[config.mk]
export PLATFORM = sky130hd
export DESIGN_NAME = framed_byte_receive_fifo
export DESIGN_NICKNAME = d
export VERILOG_FILES = /design/src/sv/fbrf_pkg.sv /design/src/sv/framed_byte_receive_fifo.sv
export VERILOG_INCLUDE_DIRS = /design/src /design/src/sv
export SDC_FILE = /design/constraint.sdc
export NUM_CORES = 1
export LEC_CHECK = 0
export BUFFER_PORTS_ARGS = -buffer_cell sky130_fd_sc_hd__buf_2
export CORE_UTILIZATION = 50
export DETAILED_ROUTE_END_ITERATION = 8
export PLACE_DENSITY = 0.71
export SLEW_MARGIN = 20
export SYNTH_ARGS = -nofsm -noshare
export SYNTH_HDL_FRONTEND = slang
export SYNTH_SLANG_ARGS = --single-unit
[constraint.sdc]
create_clock -name clk -period 3.1 [get_ports clk]
set_input_delay 0.31 -clock clk [delete_from_list [all_inputs] [get_ports clk]]
set_output_delay 0.31 -clock clk [all_outputs]
set_load 0.1 [all_outputs]
[src/sv/framed_byte_receive_fifo_macros.svh]
// assertion macros for the framed byte receive fifo
`ifndef FRAMED_BYTE_RECEIVE_FIFO_MACROS_SVH
`define FRAMED_BYTE_RECEIVE_FIFO_MACROS_SVH

// same-cycle implication, sampled on clk, off during reset
`define FBRF_ASSERT_NOW(label, ante, cons) \
  label: assert property (@(posedge clk) disable iff (rst) (ante) |-> (cons)) \
    else $error("fbrf assertion failed");

// next-cycle implication, sampled on clk, off during reset
`define FBRF_ASSERT_NEXT(label, ante, cons) \
  label: assert property (@(posedge clk) disable iff (rst) (ante) |=> (cons)) \
    else $error("fbrf assertion failed");

`endif

[src/sv/fbrf_pkg.sv]
// shared types and constants for the framed byte receive fifo
package fbrf_pkg;

  localparam int FIFO_DEPTH = 16;
  localparam int PTR_W      = $clog2(FIFO_DEPTH);
  localparam int HELD_W     = $clog2(FIFO_DEPTH + 1);
  localparam int COUNT_W    = 5;

  localparam logic [7:0] START_DELIM_RST = 8'd60;
  localparam logic [7:0] END_DELIM_RST   = 8'd62;
  localparam logic [7:0] HEARTBEAT_RST   = 8'd72;
  localparam logic [7:0] EMPTY_CODE_RST  = 8'd0;

  typedef enum logic [1:0] {
    REG_START_DELIM = 2'd0,
    REG_END_DELIM   = 2'd1,
    REG_HEARTBEAT   = 2'd2,
    REG_EMPTY_CODE  = 2'd3
  } cfg_reg_t;

  typedef enum logic {
    MODE_RECEIVE = 1'b0,
    MODE_CONSUME = 1'b1
  } mode_t;

  typedef struct packed {
    logic       mode;
    logic [7:0] rx_byte;
  } in_item_t;

  typedef struct packed {
    logic [7:0]         read_data;
    logic               fifo_was_empty;
    logic               overflow;
    logic               heartbeat_seen;
    logic               led_state;
    logic [COUNT_W-1:0] fill_count;
  } out_item_t;

endpackage

[src/sv/framed_byte_receive_fifo.sv]
// framed byte receiver feeding a 16-entry ring fifo, one result per item
//
// Input channel (in_valid, in_stall, in_data): each transfer is either a
// received byte (mode 0) or a request to pop the oldest buffered byte (mode 1).
// Bytes outside a frame only look for the start delimiter; inside a frame the
// end delimiter closes it, the heartbeat byte toggles the led bit and raises
// heartbeat_seen, and any other byte is pushed. A full fifo drops any byte, even
// a delimiter, and flags overflow. A pop of an empty fifo returns the empty code.
// Output channel (out_valid, out_stall, out_data): exactly one result per item.
// Results are registered: an item taken at one edge shows its result in the
// output register right after it. Throughput is one item per cycle while in_stall is
// low; all work is a compare and a pointer update ahead of the output register.
// When the receiver stalls, the result holds in the output register and
// in_stall rises, so no item is taken until that result is transferred.
// Configuration writes (cfg_write, cfg_index, cfg_data) take effect at once
// and belong in idle periods. Synchronous reset empties the fifo, closes the
// frame, clears the led bit and restores the default delimiters.
module framed_byte_receive_fifo (
  input  logic                clk,
  input  logic                rst,
  input  logic                cfg_write,
  input  logic [1:0]          cfg_index,
  input  logic [7:0]          cfg_data,
  input  logic                in_valid,
  output logic                in_stall,
  input  fbrf_pkg::in_item_t  in_data,
  output logic                out_valid,
  input  logic                out_stall,
  output fbrf_pkg::out_item_t out_data
);

  logic [7:0] start_delim;
  logic [7:0] end_delim;
  logic [7:0] heartbeat;
  logic [7:0] empty_code;

  logic                        in_frame, in_frame_next;
  logic                        led_bit, led_bit_next;
  logic [fbrf_pkg::PTR_W-1:0]  write_pointer, write_pointer_next;
  logic [fbrf_pkg::PTR_W-1:0]  read_pointer, read_pointer_next;
  logic [fbrf_pkg::HELD_W-1:0] byte_count, byte_count_next;
  logic [7:0]                  fifo_store [fbrf_pkg::FIFO_DEPTH];

  logic                accept;
  logic                push;
  logic                pop;
  logic                fifo_full;
  fbrf_pkg::out_item_t result;

  assign in_stall  = out_valid & out_stall;
  assign accept    = in_valid & ~in_stall;
  assign fifo_full = (byte_count == fbrf_pkg::HELD_W'(fbrf_pkg::FIFO_DEPTH));

  always_ff @(posedge clk) begin
    if (rst) begin
      start_delim <= fbrf_pkg::START_DELIM_RST;
      end_delim   <= fbrf_pkg::END_DELIM_RST;
      heartbeat   <= fbrf_pkg::HEARTBEAT_RST;
      empty_code  <= fbrf_pkg::EMPTY_CODE_RST;
    end else if (cfg_write) begin
      unique case (fbrf_pkg::cfg_reg_t'(cfg_index))
        fbrf_pkg::REG_START_DELIM: start_delim <= cfg_data;
        fbrf_pkg::REG_END_DELIM:   end_delim   <= cfg_data;
        fbrf_pkg::REG_HEARTBEAT:   heartbeat   <= cfg_data;
        fbrf_pkg::REG_EMPTY_CODE:  empty_code  <= cfg_data;
        default: ;
      endcase
    end
  end

  function automatic logic [fbrf_pkg::PTR_W-1:0] next_index(
    input logic [fbrf_pkg::PTR_W-1:0] p
  );
    if (p == fbrf_pkg::PTR_W'(fbrf_pkg::FIFO_DEPTH - 1)) begin
      return '0;
    end
    return p + 1'b1;
  endfunction

  always_comb begin
    in_frame_next      = in_frame;
    led_bit_next       = led_bit;
    write_pointer_next = write_pointer;
    read_pointer_next  = read_pointer;
    byte_count_next    = byte_count;
    push               = 1'b0;
    pop                = 1'b0;
    result             = '0;
    if (in_data.mode == fbrf_pkg::MODE_RECEIVE) begin
      priority if (byte_count >= fbrf_pkg::HELD_W'(fbrf_pkg::FIFO_DEPTH)) begin
        // full: dropped whatever the byte is
        result.overflow = 1'b1;
      end else if (!in_frame) begin
        if (in_data.rx_byte == start_delim) begin
          in_frame_next = 1'b1;
        end
      end else if (in_data.rx_byte == end_delim) begin
        in_frame_next = 1'b0;
      end else if (in_data.rx_byte == heartbeat) begin
        led_bit_next          = ~led_bit;
        result.heartbeat_seen = 1'b1;
      end else begin
        push               = 1'b1;
        write_pointer_next = next_index(write_pointer);
        byte_count_next    = byte_count + 1'b1;
      end
    end else begin
      if (byte_count == '0) begin
        result.read_data      = empty_code;
        result.fifo_was_empty = 1'b1;
      end else begin
        pop               = 1'b1;
        read_pointer_next = next_index(read_pointer);
        byte_count_next   = byte_count - 1'b1;
      end
    end
    result.led_state  = led_bit_next;
    result.fill_count = fbrf_pkg::COUNT_W'(byte_count_next);
  end

  always_ff @(posedge clk) begin
    if (rst) begin
      in_frame      <= 1'b0;
      led_bit       <= 1'b0;
      write_pointer <= '0;
      read_pointer  <= '0;
      byte_count    <= '0;
    end else if (accept) begin
      in_frame      <= in_frame_next;
      led_bit       <= led_bit_next;
      write_pointer <= write_pointer_next;
      read_pointer  <= read_pointer_next;
      byte_count    <= byte_count_next;
    end
  end

  always_ff @(posedge clk) begin
    if (accept && push) begin
      fifo_store[write_pointer] <= in_data.rx_byte;
    end
  end

  // output register: reloads whenever the held result is gone or being transferred
  always_ff @(posedge clk) begin
    if (rst) begin
      out_valid <= 1'b0;
    end else if (!in_stall) begin
      out_valid <= in_valid;
    end
  end

  always_ff @(posedge clk) begin
    if (accept) begin
      // a popped byte is read from the store straight into the output register
      out_data.read_data      <= pop ? fifo_store[read_pointer] : result.read_data;
      out_data.fifo_was_empty <= result.fifo_was_empty;
      out_data.overflow       <= result.overflow;
      out_data.heartbeat_seen <= result.heartbeat_seen;
      out_data.led_state      <= result.led_state;
      out_data.fill_count     <= result.fill_count;
    end
  end

`include "framed_byte_receive_fifo_macros.svh"

  `FBRF_ASSERT_NOW(a_count_bound, 1'b1, byte_count <= fbrf_pkg::HELD_W'(fbrf_pkg::FIFO_DEPTH))
  `FBRF_ASSERT_NOW(a_ptr_match, (byte_count == '0) || fifo_full, write_pointer == read_pointer)
  `FBRF_ASSERT_NOW(a_overflow_full, out_valid && out_data.overflow, fifo_full)
  `FBRF_ASSERT_NEXT(a_count_hold, !accept, $stable(byte_count) && $stable(read_pointer))

endmodule

# Word-level counts from Yosys, hierarchy flattened
# Memory sizes are Yosys's and may differ from the RTL's. A register that Yosys moved wholly into a read port is not among the register bits.
# Cells that the tools add are included.
[totals]
reg_bits = 65
ramBits = 128
input_bits = 24
output_inout_bits = 19
word_cells = 94
n_memories = 1
[classes]
n_addsub = 4
magnitude_cmp = 1
eq_ne = 8
mux = 43
bitwise_logic = 10
n_reduce_logical = 11
[memory_table]
columns = ["name", "depth", "word_bits", "read_ports", "rd_ports_with_merged_regs", "write_ports", "line", "rtl"]
rows = [
  ["fifo_store", 16, 8, 1, 1, 1, "framed_byte_receive_fifo.sv:42", "logic [7:0] fifo_store [fbrf_pkg::FIFO_DEPTH];"],
]
[ops]
columns = ["op", "n"]
rows = [
  ["$mux 5", 6],
  ["$mux 1", 28],
  ["$eq 8x8->1", 3],
  ["$mux 4", 6],
  ["$mux 9", 2],
  ["$add 4x1->4 const B", 2],
  ["$eq 4x4->1 const B", 2],
  ["$mux 8", 1],
  ["$not 1->1", 8],
  ["$reduce_and 2->1", 4],
  ["$reduce_and 3->1", 2],
  ["$reduce_and 6->1", 1],
  ["$add 5x1->5 const B", 1],
  ["$ge 5x5->1 const B", 1],
  ["$logic_not 5->1", 1],
  ["$sub 5x1->5 const B", 1],
  ["$eq 2x2->1 const B", 2],
  ["$reduce_or 4->1", 1],
  ["$and 1x1->1", 2],
  ["$eq 2x1->1 const B", 1],
  ["$logic_not 2->1", 1],
  ["$logic_and 1x1->1", 1],
]

# Logic depth before layout (Yosys ltp)
[logic_depth]
depth_word = 9
mapped_depth = 8

# Worst setup path before layout
# Ideal clock, no wire load.
[synth_path]
path_kind = "reg2reg"
startpoint = "register out_valid"
endpoint = "memory fifo_store[3][0], enable pin"
setup_ns = 0.383
t_arrival_ns = 2.545
t_required_ns = 2.717
slack_ns = 0.172
path_stages_with_launch = 8
synth_period_minus_slack_ns = 2.928
cell_sequence = "dfxtp_1 > nand2_1 > nand2_1 > inv_1 > nand2_1 > nor3_1 > nand2_1 > nor3_1"
[synth_via]
elab_chain_len = 6
[synth_lines]
columns = ["element", "line", "rtl"]
rows = [
  ["start: declaration", "framed_byte_receive_fifo.sv:27", "output logic out_valid,"],
  ["start signal: assignment", "framed_byte_receive_fifo.sv:148", "out_valid <= in_valid;"],
  ["$and 1x1->1", "framed_byte_receive_fifo.sv:50", "assign in_stall = out_valid & out_stall;"],
  ["$not 1->1", "framed_byte_receive_fifo.sv:51", "assign accept = in_valid & ~in_stall;"],
  ["$and 1x1->1", "framed_byte_receive_fifo.sv:51", ""],
  ["net accept", "framed_byte_receive_fifo.sv:44", "logic accept;"],
  ["$logic_and 1x1->1", "framed_byte_receive_fifo.sv:138", "if (accept && push) begin"],
  ["$mux 1", "framed_byte_receive_fifo.sv:138", ""],
  ["$mux 1 (not written as such)", "framed_byte_receive_fifo.sv:139", "fifo_store[write_pointer] <= in_data.rx_byte;"],
  ["end: declaration", "framed_byte_receive_fifo.sv:42", ""],
]
# The timed path passes the listed nets, and every way through them passes these cells.

==> impl_metrics.tcl <==
set metrics [dict create \
    h-tree-depth 4 \
    rows 45 \
    die_y_um 128.8 \
    ctsResizeCount 0 \
    syn-num-nets 558 \
    p_total_mw 5.574 \
    start_kind "flop" \
    final_common_cell "edfxtp_1" \
    io_pins 43 \
    tightestPinTransition_ps 707.3 \
    viasPerCell 5.896 \
    regToRegSetupSlack_ps 530 \
    drt-initial-drc-count 632 \
    clkLatencyLatePin_ps 430 \
    skew_ps 12.53 \
    grt_max_degree 33 \
    cp.required_ps 3260 \
    ir_drop_v 0.0005163 \
    hold_ws_ps 121.4 \
    r2r_end "out_data[13]" \
    diodes 0 \
    hpwlAfterDp_um 11620 \
    core-area_sq_mm 0.01543 \
    synth_cells 527 \
    die_w_um 128.8 \
    grt_pass1_wl_um 27320 \
    grt_usage_pct 23.48 \
    design_area_sq_mm 0.009158 \
    setup_violations 0 \
    tritoncts "built" \
    grt_pass1_vias 4566 \
    post-place-ws_ps 513.6 \
    yosysSeqAreaShare_pct 67.09 \
    synth.cell_area_sq_mm 0.008041 \
    grt_overflow 0 \
    hold-path-cell-count 2 \
    drt-total-wl_um 17850 \
    max_cap_violations 0 \
    antenna_found_initial 0 \
    route.detailed.drc 0 \
    setup_slack_ps 525.5 \
    synth.distinct_cells 52 \
    port_buffers 42 \
    nNetsFinal 606 \
    hp-start "in_valid" \
    yosys_warnings 0 \
    hold_buffers 0 \
    synthArstFlopShare_pct 0 \
    num_vias 4711 \
    synth_edf_count 145 \
    powerDensity_mw_per_mm2 608.7 \
    drtPass1Iterations 5 \
    syn2layout_area_growth_pct 13.88 \
    postCtsSetupBuffers 0 \
    clockRootBuffer "clkbuf_16" \
    max_freq_mhz 388.4 \
    leakagePower_nw 3.197 \
    fin_crit_sh_pct 83.05 \
    ys.flop_type "edfxtp_1" \
    hold_path_class "primary input to flop" \
    path_max_fanout 14 \
    r2r_cells 4 \
    period_minus_slack_ps 2575 \
    arrival_ps 2740 \
    rsz0062_at_grt "false" \
    drive_above_1_share_pct 22.79 \
    place_area_sq_mm 0.008507 \
    ys_ff_latch 197 \
    finalWeightedCongestion 0.8607 \
    min_to "out_valid" \
    ant_nets 0 \
    drv_slew 0 \
    fp.dieArea_sq_mm 0.01659 \
    relSlewSlack_pct 52.85 \
    status "complete, no violations" \
    clock_sinks 197 \
    final_cell_mix "edfxtp_1 (145), nand2_1 (54), dfxtp_1 (51)" \
    clockBufferDepth 2 \
    dp_cells 767 \
    syn_area_per_cell_sq_um 15.26 \
    path_class "flop to flop" \
    fillers 1197 \
    start_util_pct 52.12 \
    end_kind "flop" \
    fin_tns_setup_ps 0 \
    cts_buffers 17 \
    clk_pin_slew_ps 70 \
    final_cells 799 \
    final-hold-violation-count 0 \
    final_core_util_pct 59.36 \
    wl_per_cell_um 22.34 \
]
## per-layer routing
layer	up-vias	global-route usage, %	share of wire (%)
met4	0	8.651	2.4
met1	2390	32.57	43
met2	183	35.99	48
li1	2115	-	-
met3	23	6.112	6.5
met5	-	0	0
## cells in the mapped netlist (2+ instances only)
| cell type | number | area (sq um) |
|---|---|---|
| nand3b_1 | 2 | 15.01 |
| xnor2_1 | 18 | 157.7 |
| a22o_1 | 8 | 70.07 |
| clkbuf_1 | 16 | 60.06 |
| a21o_1 | 3 | 22.52 |
| mux4_2 | 40 | 900.9 |
| nor2b_1 | 4 | 25.02 |
| buf_2 | 6 | 30.03 |
| ha_1 | 7 | 87.58 |
| xor2_1 | 10 | 87.58 |
| mux2i_1 | 18 | 180.2 |
| nand3_1 | 13 | 65.06 |
| or3_1 | 3 | 18.77 |
| o2bb2ai_1 | 2 | 17.52 |
| edfxtp_1 | 145 | 4354 |
| dfxtp_1 | 52 | 1041 |
| nor2_1 | 29 | 108.9 |
| a31o_1 | 2 | 17.52 |
| and3_1 | 15 | 93.84 |
| or2_2 | 3 | 18.77 |
| o221ai_1 | 2 | 17.52 |
| a21oi_1 | 18 | 90.09 |
| o41ai_1 | 2 | 17.52 |
| nor3_1 | 7 | 35.03 |
| nand2_1 | 54 | 202.7 |
| nand4_1 | 4 | 25.02 |
| inv_1 | 10 | 37.54 |
| buf_1 | 2 | 7.510 |
| nor4_1 | 3 | 18.77 |
| o21ai_0 | 6 | 30.03 |
| o21a_1 | 2 | 15.01 |
## final cells by class
cell class	instances	area [sq um]	share of cell area, %
sequential	197	5396	58.93
multi-input combinational	295	2512	27.44
clock buffer	18	429.2	4.686
tap	211	264.0	2.883
inverter	11	41.29	0.4509
clock inverter	14	221.5	2.418
timing repair buffer	53	292.8	3.197
## how the worst max path moves through the flow
| stage | end | slack, ps | cells past startpoint |
|---|---|---|---|
| finish | out_data[13] | 530 | 4 |
| global route | out_data[13] | 410 | 4 |
| CTS | out_data[13] | 500 | 4 |
| detailed placement | out_data[12] | 510 | 4 |
| global placement | out_data[12] | 540 | 4 |
| floorplan | fifo_store[3][0] | 170 | 7 |
## state kept, by name, indices dropped and copies added (netlist names), 5 cells and up, named ones only
signal	flops
byte_count	5
fifo_store	128
empty_code	8
out_data	17
start_delim	8
end_delim	8
heartbeat	8
## logic make-up (layout without fill, tap and decap cells)
logic type               Yosys count  after routing  synth area share [%]
XOR/XNOR                          28             28                 3.050
adder cells (fa/ha/maj)            7              7                 1.089
flip-flops                       197            197                 67.09
AND/OR/NAND/NOR                  146            146                 8.729
AO/OA/AOI/OAI                     55             55                 4.730
multiplexers                      59             59                 13.58
buffers and inverters             35             96                 1.727
## critical path, cell delays in order (launching register included)
cell and delay (ps):
dfxtp_2 660, buf_4 300, mux4_2 530, mux4_2 530, a22o_1 270
## power by group
group          switching [mW]  total (mW)  internal, mW
logic                   0.215       0.283        0.0678
clock network           0.976        2.42          1.45
registers              0.0166        2.87          2.85
total                    1.21        5.57          4.37
Note: power is estimated with default switching activity, not from simulation.
